**src/rtl/scuc32_pkg.sv**
```systemverilog
// Shared types, constants and the CRC-32 byte update for the start-code unit tracker.
`default_nettype none

package scuc32_pkg;

  localparam int unsigned NUM_STREAMS_DEF = 2;
  localparam int unsigned SIZE_WIDTH_DEF  = 16;

  localparam logic [31:0] CRC_POLY     = 32'h04C1_1DB7;
  localparam logic [31:0] CRC_INIT     = 32'hFFFF_FFFF;
  localparam logic [7:0]  MIN_SIZE_RST = 8'd40;
  localparam logic [15:0] SIZE_OUT_MAX = 16'hFFFF;
  localparam logic [7:0]  SC_ZERO      = 8'h00;
  localparam logic [7:0]  SC_ONE       = 8'h01;

  // configuration register indexes
  localparam logic CFG_ENABLE   = 1'b0;
  localparam logic CFG_MIN_SIZE = 1'b1;

  // record offered by one stream lane for the transaction in flight
  typedef struct packed {
    logic        emit;
    logic [31:0] crc;
    logic [31:0] start_pcr;
    logic [15:0] size;
  } unit_rec_t;

  // MSB-first CRC-32 update by one byte, no reflection
  function automatic logic [31:0] crc32_byte(input logic [31:0] crc, input logic [7:0] b);
    logic [31:0] c;
    c = crc ^ {b, 24'h00_0000};
    for (int k = 0; k < 8; k++) begin
      c = c[31] ? ((c << 1) ^ CRC_POLY) : (c << 1);
    end
    return c;
  endfunction

endpackage

`default_nettype wire

```
**src/rtl/scuc32_lane.sv**
```systemverilog
// Per-stream start-code detector, running CRC, byte counter and unit record.
`default_nettype none

module scuc32_lane
  import scuc32_pkg::*;
#(
  parameter int unsigned SIZE_WIDTH = SIZE_WIDTH_DEF
) (
  input  wire logic        clk_i,
  input  wire logic        rst_ni,
  input  wire logic        hit_i,
  input  wire logic        clear_open_i,
  input  wire logic [7:0]  data_byte_i,
  input  wire logic [31:0] pcr_now_i,
  input  wire logic [7:0]  min_size_i,
  output unit_rec_t        rec_o
);

  logic [1:0]            zr_q, zr_d;
  logic [31:0]           crc_q, crc_d;
  logic [SIZE_WIDTH-1:0] cnt_q, cnt_d, cnt_inc;
  logic [31:0]           pcr_q, pcr_d;
  logic                  open_q, open_d;
  logic                  is_zero, is_one, start_code;

  assign is_zero    = (data_byte_i == SC_ZERO);
  assign is_one     = (data_byte_i == SC_ONE);
  assign start_code = (zr_q == 2'd2) && is_one;
  assign cnt_inc    = (cnt_q == '1) ? cnt_q : cnt_q + SIZE_WIDTH'(1);

  always_comb begin
    zr_d   = zr_q;
    crc_d  = crc_q;
    cnt_d  = cnt_q;
    pcr_d  = pcr_q;
    open_d = open_q;
    priority if (clear_open_i) begin
      open_d = 1'b0;
    end else if (hit_i) begin
      priority if (zr_q <= 2'd1 && is_zero) begin
        zr_d  = zr_q + 2'd1;
        cnt_d = cnt_inc;
        crc_d = crc32_byte(crc_q, SC_ZERO);
      end else if (start_code) begin
        zr_d   = 2'd0;
        open_d = 1'b1;
        cnt_d  = SIZE_WIDTH'(1);
        crc_d  = crc32_byte(CRC_INIT, SC_ONE);
        pcr_d  = pcr_now_i;
      end else if (!(zr_q == 2'd2 && is_zero)) begin
        zr_d  = 2'd0;
        cnt_d = cnt_inc;
        crc_d = crc32_byte(crc_q, data_byte_i);
      end else begin
        // third or later leading zero: skipped
        zr_d = zr_q;
      end
    end else begin
      open_d = open_q;
    end
  end

  always_ff @(posedge clk_i or negedge rst_ni) begin
    if (!rst_ni) begin
      zr_q   <= 2'd0;
      crc_q  <= 32'd0;
      cnt_q  <= '0;
      pcr_q  <= 32'd0;
      open_q <= 1'b0;
    end else begin
      zr_q   <= zr_d;
      crc_q  <= crc_d;
      cnt_q  <= cnt_d;
      pcr_q  <= pcr_d;
      open_q <= open_d;
    end
  end

  always_comb begin
    rec_o.emit      = hit_i && start_code && open_q && (cnt_q >= SIZE_WIDTH'(min_size_i));
    rec_o.crc       = crc_q;
    rec_o.start_pcr = pcr_q;
    rec_o.size      = (cnt_q > SIZE_WIDTH'(SIZE_OUT_MAX)) ? SIZE_OUT_MAX : 16'(cnt_q);
  end

endmodule

`default_nettype wire

```
**src/rtl/start_code_unit_crc32.sv**
```systemverilog
// Top level of the start-code unit CRC-32 tracker.
//
// Each accepted transaction carries one elementary-stream byte, its stream and the current
// PCR. The byte is registered; once the output register is free, the stream's lane
// updates its zero run, CRC and count and, when a 00 00 01 start code closes a unit of at
// least the minimum size, a record lands in the output register. One byte is taken per
// cycle while the input is not stalled; the record of the byte 01 that closed its unit
// is registered as that byte leaves the input register, and an output stall can delay both.
// The input stalls only while both the input register and the output register hold and
// the output is stalled. Configuration is applied at once; a change of enable drops every
// open unit.
`default_nettype none

module start_code_unit_crc32
  import scuc32_pkg::*;
#(
  parameter int unsigned NUM_STREAMS = NUM_STREAMS_DEF,
  parameter int unsigned SIZE_WIDTH  = SIZE_WIDTH_DEF
) (
  input  wire logic        clk_i,
  input  wire logic        rst_ni,
  input  wire logic        cfg_we_i,
  input  wire logic        cfg_idx_i,
  input  wire logic [7:0]  cfg_data_i,
  input  wire logic        in_valid_i,
  output logic             in_stall_o,
  input  wire logic [7:0]  data_byte_i,
  input  wire logic        stream_select_i,
  input  wire logic [31:0] pcr_now_i,
  output logic             out_valid_o,
  input  wire logic        out_stall_i,
  output logic             unit_stream_o,
  output logic [31:0]      unit_crc_o,
  output logic [31:0]      unit_start_pcr_o,
  output logic [15:0]      unit_size_o
);

  logic       enable_q;
  logic [7:0] min_size_q;
  logic       clear_open;

  logic        s1_valid_q;
  logic [7:0]  s1_byte_q;
  logic        s1_sel_q;
  logic [31:0] s1_pcr_q;

  logic        out_valid_q;
  logic        out_stream_q;
  logic [31:0] out_crc_q;
  logic [31:0] out_pcr_q;
  logic [15:0] out_size_q;

  logic                   out_free, s1_adv, in_acc;
  logic [NUM_STREAMS-1:0] lane_hit;
  unit_rec_t              lane_rec [NUM_STREAMS];
  unit_rec_t              rec;

  // configuration
  assign clear_open = cfg_we_i && (cfg_idx_i == CFG_ENABLE) && (cfg_data_i[0] != enable_q);

  always_ff @(posedge clk_i or negedge rst_ni) begin
    if (!rst_ni) begin
      enable_q   <= 1'b1;
      min_size_q <= MIN_SIZE_RST;
    end else if (cfg_we_i) begin
      unique case (cfg_idx_i)
        CFG_ENABLE:   enable_q   <= cfg_data_i[0];
        CFG_MIN_SIZE: min_size_q <= cfg_data_i;
        default:      enable_q   <= enable_q;
      endcase
    end
  end

  // handshake
  assign out_free   = !out_valid_q || !out_stall_i;
  assign s1_adv     = s1_valid_q && out_free;
  assign in_stall_o = s1_valid_q && !out_free;
  assign in_acc     = in_valid_i && !in_stall_o;

  always_ff @(posedge clk_i or negedge rst_ni) begin
    if (!rst_ni) begin
      s1_valid_q <= 1'b0;
    end else if (in_acc) begin
      s1_valid_q <= 1'b1;
    end else if (s1_adv) begin
      s1_valid_q <= 1'b0;
    end
  end

  always_ff @(posedge clk_i) begin
    if (in_acc) begin
      s1_byte_q <= data_byte_i;
      s1_sel_q  <= stream_select_i;
      s1_pcr_q  <= pcr_now_i;
    end
  end

  // stream lanes
  for (genvar g = 0; g < NUM_STREAMS; g++) begin : g_lane
    assign lane_hit[g] = s1_adv && enable_q && (32'(s1_sel_q) == g);

    scuc32_lane #(
      .SIZE_WIDTH(SIZE_WIDTH)
    ) u_lane (
      .clk_i       (clk_i),
      .rst_ni      (rst_ni),
      .hit_i       (lane_hit[g]),
      .clear_open_i(clear_open),
      .data_byte_i (s1_byte_q),
      .pcr_now_i   (s1_pcr_q),
      .min_size_i  (min_size_q),
      .rec_o       (lane_rec[g])
    );
  end

  always_comb begin
    rec = '0;
    for (int s = 0; s < NUM_STREAMS; s++) begin
      if (lane_hit[s]) begin
        rec = lane_rec[s];
      end
    end
  end

  // result register
  always_ff @(posedge clk_i or negedge rst_ni) begin
    if (!rst_ni) begin
      out_valid_q <= 1'b0;
    end else if (out_free) begin
      out_valid_q <= rec.emit;
    end
  end

  always_ff @(posedge clk_i) begin
    if (out_free && rec.emit) begin
      out_stream_q <= s1_sel_q;
      out_crc_q    <= rec.crc;
      out_pcr_q    <= rec.start_pcr;
      out_size_q   <= rec.size;
    end
  end

  assign out_valid_o      = out_valid_q;
  assign unit_stream_o    = out_stream_q;
  assign unit_crc_o       = out_crc_q;
  assign unit_start_pcr_o = out_pcr_q;
  assign unit_size_o      = out_size_q;

  // checks
  a_one_lane: assert property (@(posedge clk_i) disable iff (!rst_ni) $onehot0(lane_hit))
    else $error("more than one stream lane updated");

  a_stall_full: assert property (@(posedge clk_i) disable iff (!rst_ni)
    in_stall_o |-> (s1_valid_q && out_valid_q))
    else $error("input stalled with room in the pipeline");

  a_size_nonzero: assert property (@(posedge clk_i) disable iff (!rst_ni)
    out_valid_o |-> (unit_size_o != 16'd0))
    else $error("record with zero size");

  a_hold_result: assert property (@(posedge clk_i) disable iff (!rst_ni)
    (out_valid_q && out_stall_i) |=> (out_valid_q && $stable(out_crc_q)))
    else $error("stalled record lost or changed");

endmodule

`default_nettype wire
```
**config.mk**
```make
export PLATFORM = sky130hd
export DESIGN_NAME = start_code_unit_crc32
export DESIGN_NICKNAME = d
export VERILOG_FILES = /design/src/rtl/scuc32_pkg.sv /design/src/rtl/scuc32_lane.sv /design/src/rtl/start_code_unit_crc32.sv
export SDC_FILE = /design/constraint.sdc
export NUM_CORES = 1
export LEC_CHECK = 0
export ABC_AREA = 0
export BUFFER_PORTS_ARGS = -buffer_cell sky130_fd_sc_hd__buf_2
export CORE_UTILIZATION = 35
export CTS_BUF_LIST = sky130_fd_sc_hd__clkbuf_4 sky130_fd_sc_hd__clkbuf_8
export DETAILED_ROUTE_END_ITERATION = 7
export GPL_ROUTABILITY_DRIVEN = 0
export PLACE_DENSITY = 0.6
export SYNTH_ARGS = -nofsm -noshare
export SYNTH_HDL_FRONTEND = slang
export SYNTH_HIERARCHICAL = 1
export SYNTH_SLANG_ARGS = --single-unit
export TNS_END_PERCENT = 100
```
**constraint.sdc**
```tcl
create_clock -name clk_i -period 24.4 [get_ports clk_i]
set_input_delay 2.44 -clock clk_i [delete_from_list [all_inputs] [get_ports clk_i]]
set_output_delay 2.44 -clock clk_i [all_outputs]
set_load 0.005 [all_outputs]
```
======== Word-level counts from Yosys, hierarchy flattened ========
Cells that the tools add are included.
storage, ports and cells
  logic and storage cells ................. 186
  flip-flop bits (word level) ............. 299
cells by class
  multiplexer cells ....................... 66
  bitwise gates (word level) .............. 39
  $add $sub $neg .......................... 4
  equal/unequal tests ..................... 10
  reductions and logical operators ........ 40
  magnitude comparators ................... 6
operators with widths
  kind                   number
  $mux 27                32
  $not 14->14            32
  $mux 32                6
  $mux 81                2
  $mux 16                10
  $xor 32x32->32         2
  $add 16x1->16 const B  2
  $eq 16x16->1 const B   2
  $ge 16x8->1            2
  $gt 16x16->1 const B   2
  $logic_and 1x1->1      21
  $mux 2                 6
  $reduce_and 3->1       4
  $mux 1                 10
  $reduce_bool 2->1      5
  $eq 8x1->1 const B     1
  $logic_not 8->1        1
  $reduce_and 4->1       2
  $ne 3x1->1 const B     2
  $not 1->1              5
  $add 2x1->2 const B    2
  $eq 2x2->1 const B     2
  $le 2x1->1 const B     2
  $logic_not 1->1        4
  4 further kinds        6

======== Longest topological paths before layout ========
Gate-level depths: netlist of the first run.
  depth in word-level cells ............... 20
  mapped depth ............................ 11
  mapped depth without buffers ............ 11

======== Hierarchy ========
The synthesis of the first run kept the hierarchy.
modules (own cells, without submodules)
  module                           area each (sq um)  cells each  times used
  start_code_unit_crc32            5903.2             343         1
  scuc32_lane at g_lane[1].u_lane  5355.1             537         1
  scuc32_lane at g_lane[0].u_lane  5206.2             511         1

======== Least setup slack after synthesis of the first run ========
No wires, ideal clock.
  path kind ............................... input -> register
  start point ............................. in out_stall_i
  end point ............................... reg out_crc_q[0], in the netlist unit_crc_o[0] (enable)
  stages .................................. 8
  path slack .............................. 14.890 ns
  path buffers ............................ 2
  setup time .............................. 0.620 ns
  arrival time ............................ 8.890 ns
  cells stage by stage .................... and2_4 buf_6 buf_4 nor3_2 nand3_1 a31oi_1 mux2i_1 nor3_1
RTL lines
  item                  RTL line                      source
  from (decl)           start_code_unit_crc32.sv:31   input wire logic out_stall_i,
  to (signal assigned)  start_code_unit_crc32.sv:137  out_crc_q <= rec.crc;
  to (decl)             start_code_unit_crc32.sv:49   logic [31:0] out_crc_q;

======== Worst setup path in the final report of the first run ========
  start point ............................. in out_stall_i
  end point ............................... out in_stall_o
on the way
  longest elaborated chain between the ends .. 4
RTL lines
  item               RTL line                     source
  $logic_not 1->1    start_code_unit_crc32.sv:75  assign out_free = !out_valid_q || !out_stall_i;
  $logic_or 1x1->1   start_code_unit_crc32.sv:75
  $logic_not 1->1    start_code_unit_crc32.sv:77  assign in_stall_o = s1_valid_q && !out_free;
  $logic_and 1x1->1  start_code_unit_crc32.sv:77
  to (decl)          start_code_unit_crc32.sv:26  output logic in_stall_o,
No other way between the ends.

==> results of run 1 <==
flip-flops by register name, indices dropped and copies added, names as in the netlist:
name                  cells
enable_q                  1
g_lane.u_lane/cnt_q      32
g_lane.u_lane/crc_q      64
g_lane.u_lane/open_q      2
g_lane.u_lane/pcr_q      64
g_lane.u_lane/zr_q        4
min_size_q                8
out_valid_o               1
s1_byte_q                 8
s1_pcr_q                 32
s1_sel_q                  1
s1_valid_q                1
unit_crc_o               32
unit_size_o              16
unit_start_pcr_o         32
unit_stream_o             1
worst min-delay path, stage by stage, from the launching register on:
cell and delay [ps]:
dfrtp_1 340, a21oi_1 40, nor2_1 70
through the flow:
step                      power (uW)  setup WS (ps)
after CTS                       2430          19060
after floorplan                 1700          14890
after detailed placement        1910          19060
after global placement          1890          19070
after global routing            2590          19020
final                           2410          19060
worst paths after layout:
| check | from | endpoint | slack (ps) | depth (start not counted) |
|---|---|---|---|---|
| min in group asynchronous | rst_ni | min_size_q[1]$_DFFE_PN0P_ | 1930 | 1 |
| max in group asynchronous | rst_ni | g_lane[1].u_lane/pcr_q[27]$_DFFE_PN0P_ | 20850 | 2 |
| hold / removal | g_lane[1].u_lane/open_q$_DFFE_PN0P_ | g_lane[1].u_lane/open_q$_DFFE_PN0P_ | 500 | 2 |
| setup / recovery | out_stall_i | in_stall_o | 19060 | 3 |
| hold reg to reg | g_lane[1].u_lane/open_q$_DFFE_PN0P_ | g_lane[1].u_lane/open_q$_DFFE_PN0P_ | 500 | 2 |
| setup reg to reg | s1_byte_q[5]$_DFFE_PP_ | unit_crc_o[23]$_DFFE_PP_ | 20380 | 8 |
final cells by class:
class | count | area (sq um)
diodes | 1 | 2.50
clock buffers | 74 | 943
clock inverters | 30 | 215
fillers | 4520 | 27800
inverters | 25 | 93.8
multi-input cells | 976 | 7750
flip-flops and latches | 299 | 8100
well taps | 607 | 759
repair buffers | 152 | 805
metal layers:
layer,share of wire,track usage,routed length [um]
met1,0.44,0.236,18800
met5,0.00019,0,8
met3,0.045,0.0306,1900
met4,0.028,0.0648,1170
met2,0.48,0.292,20400
cells in the final DEF, fill, tap and decap left out, types with 4 or more instances in the layout:
master and n:
or3_1 5, buf_4 15, o221ai_1 6, nor3_2 70, ha_1 22, o211ai_1 6, nand3_1 12, nor3b_1 4
and3_1 7, and4_1 4, xor2_1 77, nand4_1 10, clkinv_2 13, edfxtp_1 122, o21ai_0 85, o21a_1 4
nand2b_1 4, xnor2_1 149, a31oi_1 15, clkbuf_4 12, clkinv_1 11, buf_2 136, a22oi_1 10, mux2_2 74
mux2i_1 85, nand2_1 69, xnor2_4 6, xor2_2 5, nor3_1 23, nor2_1 83, a221oi_1 18, xnor2_2 8
clkbuf_8 62, dfrtp_1 174, inv_1 25, o22ai_1 23, nor2b_1 7, a21oi_1 38
power breakdown:
group	switching, uW	total, uW	leakage (uW)	internal, uW
Combinational	604	1170	0.00344	564
Sequential	153	746	0.00334	592
Clock	224	500	0.000616	276
Total	981	2410	0.00740	1430
cell families (layout without fill, tap and decap cells):
kind of cell / count (synthesis) / after routing / share of synthesized area
xor+xnor: 248 / 248 / 0.148
buf+inv: 116 / 281 / 0.0404
flops: 299 / 299 / 0.492
simple gates: 321 / 321 / 0.116
other cells: 0 / 1 / 0
mux: 159 / 159 / 0.102
compound gates: 226 / 226 / 0.0850
fa+ha+maj: 22 / 22 / 0.0167
==> flow_metrics.tcl, run 1 <==
set metrics [dict create \
    synth_edf_count 122 \
    grt_max_degree 107 \
    yosys_most_used_dff "dfrtp_1" \
    final.min_clock_period_ps 5340 \
    critPathMostFrequentCell "buf_2" \
    clk_latency_ps 660 \
    first_iter_violations 740 \
    holdBufCountCts 0 \
    synth_area_leader_cell "dfrtp_1" \
    drv_slew 0 \
    post-cts-setup-buffers 0 \
    syn_inst 1391 \
    final_area_sq_mm 0.0187 \
    gr-usage-all-layers 0.178 \
    grt_overflow 0 \
    drt_first_pass_iters 5 \
    initial_core_util 0.354 \
    period_share 0.219 \
    yosysSeqAreaShare 0.492 \
    grt_pass1_vias 11200 \
    wirelength_mm 42.3 \
    ys_types 65 \
    yosys.area.top_type_share 0.264 \
    cp.arrival_ps 2900 \
    syn_nets 1468 \
    synth_most_common_cell "dfrtp_1" \
    max_clock_freq_mhz 187 \
    cts_htree_levels 2 \
    power_leakage_uw 0.00740 \
    die-width_um 219 \
    dp_cells 2059 \
    synthArstFlopShare 0.592 \
    port_buffers 137 \
    clkTransAtPathRegs_ps 60 \
    clockBufferDepth 3 \
    cpMaxStageDelayCell "and3_1" \
    placed_area_sq_mm 0.0175 \
    crit_path_start_kind "primary input" \
    die_h_um 219 \
    rsz0062_at_grt "false" \
    status "completed" \
    worst_hold_slack_ps 497 \
    grt_pass1_wl_mm 65.8 \
    syn-cell-area_sq_mm 0.0165 \
    stdcell_count 2164 \
    worst_setup_path_end_kind "output port" \
    utilization 0.402 \
    cts.repair.resized 0 \
    ir_drop_v 0.0000568 \
    antenna_left 0 \
    cp_cell_sequence "buf_2, and3_1, buf_2" \
    viasPerCell 5.16 \
    fin_nets 1586 \
    cts_buffers 55 \
    rows 79 \
    maxCapViolations 0 \
    critical_path_required_ps 21960 \
    drive_gt1_frac 0.279 \
    vias 11200 \
    die-area_sq_mm 0.0479 \
    cp_max_fo 3 \
    remaining_drc_errors 0 \
    core_area_sq_mm 0.0465 \
    worst_slew_pin_slew_ps 1100 \
    synth.area.top_cells "dfrtp_1 (26%), edfxtp_1 (22%), xnor2_1 (7.9%)" \
    antenna_found_initial 2 \
    critPathTopFamily "buffers and inverters" \
    clock-sinks 299 \
    critPathKind "primary input to output port" \
    wl_per_cell_um 19.6 \
    ys_top_cells_by_count "dfrtp_1 (174), xnor2_1 (149), edfxtp_1 (122)" \
    io_pins 138 \
    avgSynthCellArea_sq_um 11.8 \
    cp.buffers_inverters 2 \
    yosys_register_bits 299 \
    finalClockSkew_ps 31.1 \
    hpwlAfterDp_mm 27.3 \
    area_delta_synth_final_pct 13.4 \
    finalHoldViolCount 0 \
    cts_tree "yes" \
    hp-class "register to register" \
    fin_setup_tns_ps 0 \
    relSlewSlack 0.266 \
    power.density_mw_per_mm2 129 \
    crit_path_max_incr_delay_ps 220 \
    synth_warnings 6 \
    finalSetupViolCount 0 \
    root_buffer "clkbuf_8" \
]
Note: power is estimated with default switching activity, not from simulation.
==> run 2: changes to the inputs <==
--- a/config.mk
+++ b/config.mk
@@ -11,7 +11,7 @@
 export CTS_BUF_LIST = sky130_fd_sc_hd__clkbuf_4 sky130_fd_sc_hd__clkbuf_8
 export DETAILED_ROUTE_END_ITERATION = 7
 export GPL_ROUTABILITY_DRIVEN = 0
-export PLACE_DENSITY = 0.6
+export PLACE_DENSITY = 0.62
 export SYNTH_ARGS = -nofsm -noshare
 export SYNTH_HDL_FRONTEND = slang
 export SYNTH_HIERARCHICAL = 1
==> constraint.sdc (replaced) <==
create_clock -name clk_i -period 4.8 [get_ports clk_i]
set_input_delay 0.48 -clock clk_i [delete_from_list [all_inputs] [get_ports clk_i]]
set_output_delay 0.48 -clock clk_i [all_outputs]
set_load 0.005 [all_outputs]
==> flow_metrics.tcl, run 2 (synthesis results as in run 1) <==
set metrics [dict create \
    status "completed" \
    crit_path_max_incr_delay_ps 640 \
    final_common_cell "dfrtp_1" \
    remaining_drc_errors 0 \
    fin_nets 1617 \
    antenna_left 0 \
    clock-sinks 299 \
    crit_path_start_kind "register" \
    cp.arrival_ps 3820 \
    hpwlAfterDp_mm 28.3 \
    worst_slew_pin_slew_ps 1270 \
    clk_latency_ps 660 \
    cts_buffers 52 \
    root_buffer "clkbuf_8" \
    drive_gt1_frac 0.272 \
    die-area_sq_mm 0.0479 \
    gr-usage-all-layers 0.180 \
    ir_drop_v 0.000336 \
    vias 11300 \
    wl_per_cell_um 19.5 \
    finalClockSkew_ps 56.0 \
    grt_pass1_vias 11500 \
    antenna_found_initial 2 \
    drv_slew 0 \
    cp_max_fo 44 \
    cts_htree_levels 2 \
    port_buffers 137 \
    io_pins 138 \
    die_h_um 219 \
    final.min_clock_period_ps 3580 \
    reg_top3 "g_lane.u_lane/crc_q (64), g_lane.u_lane/pcr_q (64)" \
    grt_pass1_wl_mm 66.7 \
    fin_setup_tns_ps 0 \
    viasPerCell 5.15 \
    cts.repair.resized 0 \
    clockBufferDepth 3 \
    first_iter_violations 729 \
    cp_cell_sequence "or4_4, nor4_4, and3_1, nand3_1, a31oi_1, mux2i_1, nor3_4, buf_4" \
    area_delta_synth_final_pct 15.1 \
    critical_path_required_ps 5040 \
    period_share 0.746 \
    mostFrequentLayoutCells "dfrtp_1 (174), xnor2_1 (149), buf_2 (136)" \
    rsz0062_at_grt "false" \
    cpMaxStageDelayCell "edfxtp_1" \
    rows 79 \
    power_leakage_uw 0.00752 \
    utilization 0.408 \
    finalSetupViolCount 0 \
    cts_tree "yes" \
    drt_first_pass_iters 5 \
    maxCapViolations 0 \
    max_clock_freq_mhz 279 \
    power.density_mw_per_mm2 647 \
    grt_max_degree 115 \
    worst_setup_path_end_kind "register" \
    core_area_sq_mm 0.0465 \
    wirelength_mm 42.8 \
    relSlewSlack 0.149 \
    hp-class "primary input to register" \
    initial_core_util 0.354 \
    die-width_um 219 \
    post-cts-setup-buffers 0 \
    finalHoldViolCount 0 \
    holdBufCountCts 32 \
    n_fill_cell 4455 \
    clkTransAtPathRegs_ps 60 \
    critPathKind "register to register" \
    grt_overflow 0 \
]
-- run 2: layer usage --
metal,wire (um),vias up,GRT usage
met5,0,-,0
li1,-,5294,-
met3,1940,78,0.0256
met4,1170,0,0.0630
met2,20900,332,0.297
met1,18900,5589,0.240
-- run 2: worst paths after layout --
check	from	to	slack, ps	cells after the start
worst max-delay path	s1_byte_q[5]$_DFFE_PP_	unit_crc_o[2]$_DFFE_PP_	1220	8
worst min-delay path	data_byte_i[1]	s1_byte_q[1]$_DFFE_PP_	40	1
worst max register to register	s1_byte_q[5]$_DFFE_PP_	unit_crc_o[2]$_DFFE_PP_	1220	8
worst min register to register	s1_pcr_q[3]$_DFFE_PP_	g_lane[0].u_lane/pcr_q[3]$_DFFE_PN0P_	500	1
max in group asynchronous	rst_ni	g_lane[0].u_lane/crc_q[2]$_DFFE_PN0P_	3270	3
min in group asynchronous	rst_ni	g_lane[1].u_lane/cnt_q[5]$_DFFE_PN0P_	390	2
-- run 2: critical path: cells and delay by family, from the launching register on --
kind | cells | cell delay [ps]
and+or+nand+nor | 5 | 1690
buffers and inverters | 1 | 570
DFF | 1 | 640
AOI/OAI and AO/OA | 1 | 160
muxes | 1 | 140
-- run 2: where the power goes --
group          switching (uW)  internal, uW
Clock                    1120          1320
Combinational            3160          2890
Sequential                784          3010
-- run 2: area by class of cell --
| class | instances | area, sq um | area share |
|---|---|---|---|
| repair buffers | 186 | 1160 | 0.0614 |
| flip-flops and latches | 299 | 8100 | 0.427 |
| diodes | 2 | 5.00 | 0.000264 |
| multi-input cells | 976 | 7750 | 0.409 |
| well taps | 607 | 759 | 0.0401 |
| inverters | 25 | 93.8 | 0.00495 |
| clock buffers | 73 | 930 | 0.0490 |
| clock inverters | 25 | 160 | 0.00845 |
-- run 2: metrics by stage --
step	instance area, sq um	setup slack (ps)	hold slack [ps]	total power (uW)	cells
after global placement	17500	1250	480	9650	2061
final	19000	1220	41.2	12300	2193
after floorplan	16500	367	184	8630	1391
after global routing	19000	977	9.27	13000	2193
after detailed placement	17500	1250	491	9770	2061
after CTS	19000	1220	0.890	12300	2191
==> run 3: changes to the inputs <==
--- a/config.mk
+++ b/config.mk
@@ -5,7 +5,7 @@
 export SDC_FILE = /design/constraint.sdc
 export NUM_CORES = 1
 export LEC_CHECK = 0
-export ABC_AREA = 0
+export ABC_AREA = 1
 export BUFFER_PORTS_ARGS = -buffer_cell sky130_fd_sc_hd__buf_2
 export CORE_UTILIZATION = 35
 export CTS_BUF_LIST = sky130_fd_sc_hd__clkbuf_4 sky130_fd_sc_hd__clkbuf_8
==> constraint.sdc (replaced) <==
create_clock -name clk_i -period 3.1 [get_ports clk_i]
set_input_delay 0.31 -clock clk_i [delete_from_list [all_inputs] [get_ports clk_i]]
set_output_delay 0.31 -clock clk_i [all_outputs]
set_load 0.005 [all_outputs]
==> flow_metrics.tcl, run 3 <==
set metrics [dict create \
    status "finished, violations left" \
    synth_area_leader_cell "dfrtp_1" \
    yosysSeqAreaShare 0.488 \
    synth_compound_area_frac 0.0386 \
    finalSetupViolCount 0 \
    grt_pass1_wl_mm 74.4 \
    violations "DRC" \
    finalClockSkew_ps 68.8 \
    yosys_most_used_dff "dfrtp_1" \
    critical_path_required_ps 3380 \
    hpwlAfterDp_mm 32.1 \
    power.density_mw_per_mm2 812 \
    synth_edf_count 122 \
    clk_latency_ps 660 \
    wirelength_mm 47.4 \
    die-area_sq_mm 0.0483 \
    yosys.area.top_type_share 0.262 \
    syn_nets 1936 \
    rr_worst_depth 10 \
    synth_warnings 6 \
    grt_max_degree 79 \
    clock-sinks 299 \
    io_pins 138 \
    clockBufferDepth 3 \
    hold_depth 3 \
    fin_setup_tns_ps 0 \
    relSlewSlack 0.351 \
    viasPerCell 5.03 \
    yosys_register_bits 299 \
    max_clock_freq_mhz 381 \
    final_area_sq_mm 0.0195 \
    cts_htree_levels 2 \
    synthXorXnorAreaFrac 0.0707 \
    synth-simple-area-share 0.289 \
    grt_overflow 0 \
    gr-usage-all-layers 0.199 \
    worst_setup_path_end_kind "register" \
    cts_buffers 54 \
    cp.arrival_ps 2910 \
    avgSynthCellArea_sq_um 8.93 \
    drive_gt1_frac 0.190 \
    antenna_left 0 \
    reg2reg_setup_slack_ps 470 \
    hp-class "primary input to register" \
    utilization 0.418 \
    drv_slew 0 \
    area_delta_synth_final_pct 17.6 \
    wl_per_cell_um 17.5 \
    first_iter_violations 1188 \
    remaining_drc_errors 16 \
    fin_nets 2136 \
    synthMuxAreaShare 0.0285 \
    root_buffer "clkbuf_8" \
    worstReg2RegStart "s1_byte_q[2]$_DFFE_PP_" \
    synth_most_common_cell "nand2_1" \
    final_common_cell "nand2_1" \
    hp-start "out_stall_i" \
    antenna_found_initial 0 \
    syn_inst 1859 \
    die_h_um 220 \
    grt_pass1_vias 13500 \
    crit_path_start_kind "register" \
    period_share 0.848 \
    initial_core_util 0.356 \
    r2r_end "unit_start_pcr_o[17]$_DFFE_PP_" \
    synth.area.top_cells "dfrtp_1 (26%), edfxtp_1 (22%), nand2_1 (14%)" \
    cts_tree "yes" \
    reg_top3 "g_lane.u_lane/crc_q (64), g_lane.u_lane/pcr_q (64)" \
    rows 79 \
    synthArstFlopShare 0.592 \
    hold_end "s1_valid_q$_DFFE_PN0P_" \
    ir_drop_v 0.000315 \
    mostFrequentLayoutCells "nand2_1 (629), dfrtp_1 (174), nand3_1 (156)" \
    clkTransAtPathRegs_ps 70 \
    cp_max_fo 30 \
    drt_first_pass_iters 8 \
    critPathKind "register to register" \
    maxCapViolations 0 \
    cts.repair.resized 0 \
    antenna_cells 0 \
    vias 13600 \
    worst_hold_slack_ps 89.2 \
    port_buffers 137 \
    synth_top_family_by_area "simple AND/OR/NAND/NOR gates" \
    ys_top_cells_by_count "nand2_1 (630), dfrtp_1 (174), nand3_1 (156)" \
    power_leakage_uw 0.00940 \
    ys_types 59 \
    worst_slew_pin_slew_ps 974 \
    rsz0062_at_grt "false" \
    post-cts-setup-buffers 0 \
    die-width_um 220 \
    core_area_sq_mm 0.0467 \
    finalHoldViolCount 0 \
    syn-cell-area_sq_mm 0.0166 \
    yosys.area_share.adder 0.0166 \
    final.min_clock_period_ps 2630 \
    placed_area_sq_mm 0.0177 \
]
-- run 3: cell types whose count changed after synthesis, moves of 26 or more --
cell	change
nand3_1	+144
nand4_1	+95
inv_1	+99
xnor2_1	-127
nand2_1	+560
nor3_2	-62
mux2i_1	-85
o21ai_0	-26
mux2_2	-72
mux2_4	+30
-- run 3: cells by family after synthesis --
logic type / after synthesis
simple gates: 1040
flops: 299
buf+inv: 229
xor+xnor: 121
compound gates: 116
mux: 32
fa+ha+maj: 22
-- run 3: metal layers --
layer,global-route usage,vias to the layer above,share of wire
li1,-,6554,-
met1,0.261,6553,0.43
met2,0.330,456,0.48
met3,0.0262,83,0.057
met4,0.0818,0,0.032
met5,0,-,0
-- run 3: worst max path at each step --
stage                                   start                              to  cells after the start  slack (ps)
floorplan              s1_byte_q[2]$_DFFE_PP_         unit_crc_o[0]$_DFFE_PP_                     10         360
global placement    min_size_q[3]$_DFFE_PN1P_         unit_stream_o$_DFFE_PP_                     11         560
detailed placement     s1_byte_q[2]$_DFFE_PP_  unit_start_pcr_o[24]$_DFFE_PP_                     10         510
CTS                    s1_byte_q[2]$_DFFE_PP_  unit_start_pcr_o[22]$_DFFE_PP_                     10         490
global route           s1_byte_q[2]$_DFFE_PP_  unit_start_pcr_o[16]$_DFFE_PP_                     10         340
finish                 s1_byte_q[2]$_DFFE_PP_  unit_start_pcr_o[17]$_DFFE_PP_                     10         470
-- run 3: area by class of cell --
type                            instances  area, sq um
Fill cell                            4610        27100
Multi-Input combinational cell       1331         7370
Tap cell                              607          759
Inverter                              151          573
Clock buffer                           69          875
Clock inverter                         32          323
Sequential cell                       299         8100
Timing Repair Buffer                  222         1520
-- run 3: worst max-delay path, cell delays in order (launching register included) --
cell and delay, ps:
edfxtp_1 610, nor2_4 210, inv_2 50, nor3_2 150, nand3_1 170, nor2_4 150, nand3_1 80, inv_1 50
nand4_1 170, nand2_4 160, buf_4 410
-- run 3: what timing repair did --
| action | CTS | global route |
|---|---|---|
| hold endpoints to repair | 97 | 0 |
| setup endpoints to repair | 0 | 0 |
| hold buffers | 60 | 0 |
-- run 3: stage by stage --
step | setup WS, ps | cells | power (uW)
6_report | 473 | 2711 | 15800
5_1_grt | 341 | 2711 | 17000
4_1_cts | 491 | 2711 | 15900
3_5_place_dp | 512 | 2550 | 11600
3_3_place_gp | 558 | 2550 | 11400
2_1_floorplan | 363 | 1859 | 10100
-- run 3: report_power, final --
part           switching (uW)  internal, uW
sequential                923          4740
clock                    1770          2370
combinational            3770          2260
total                    6470          9370
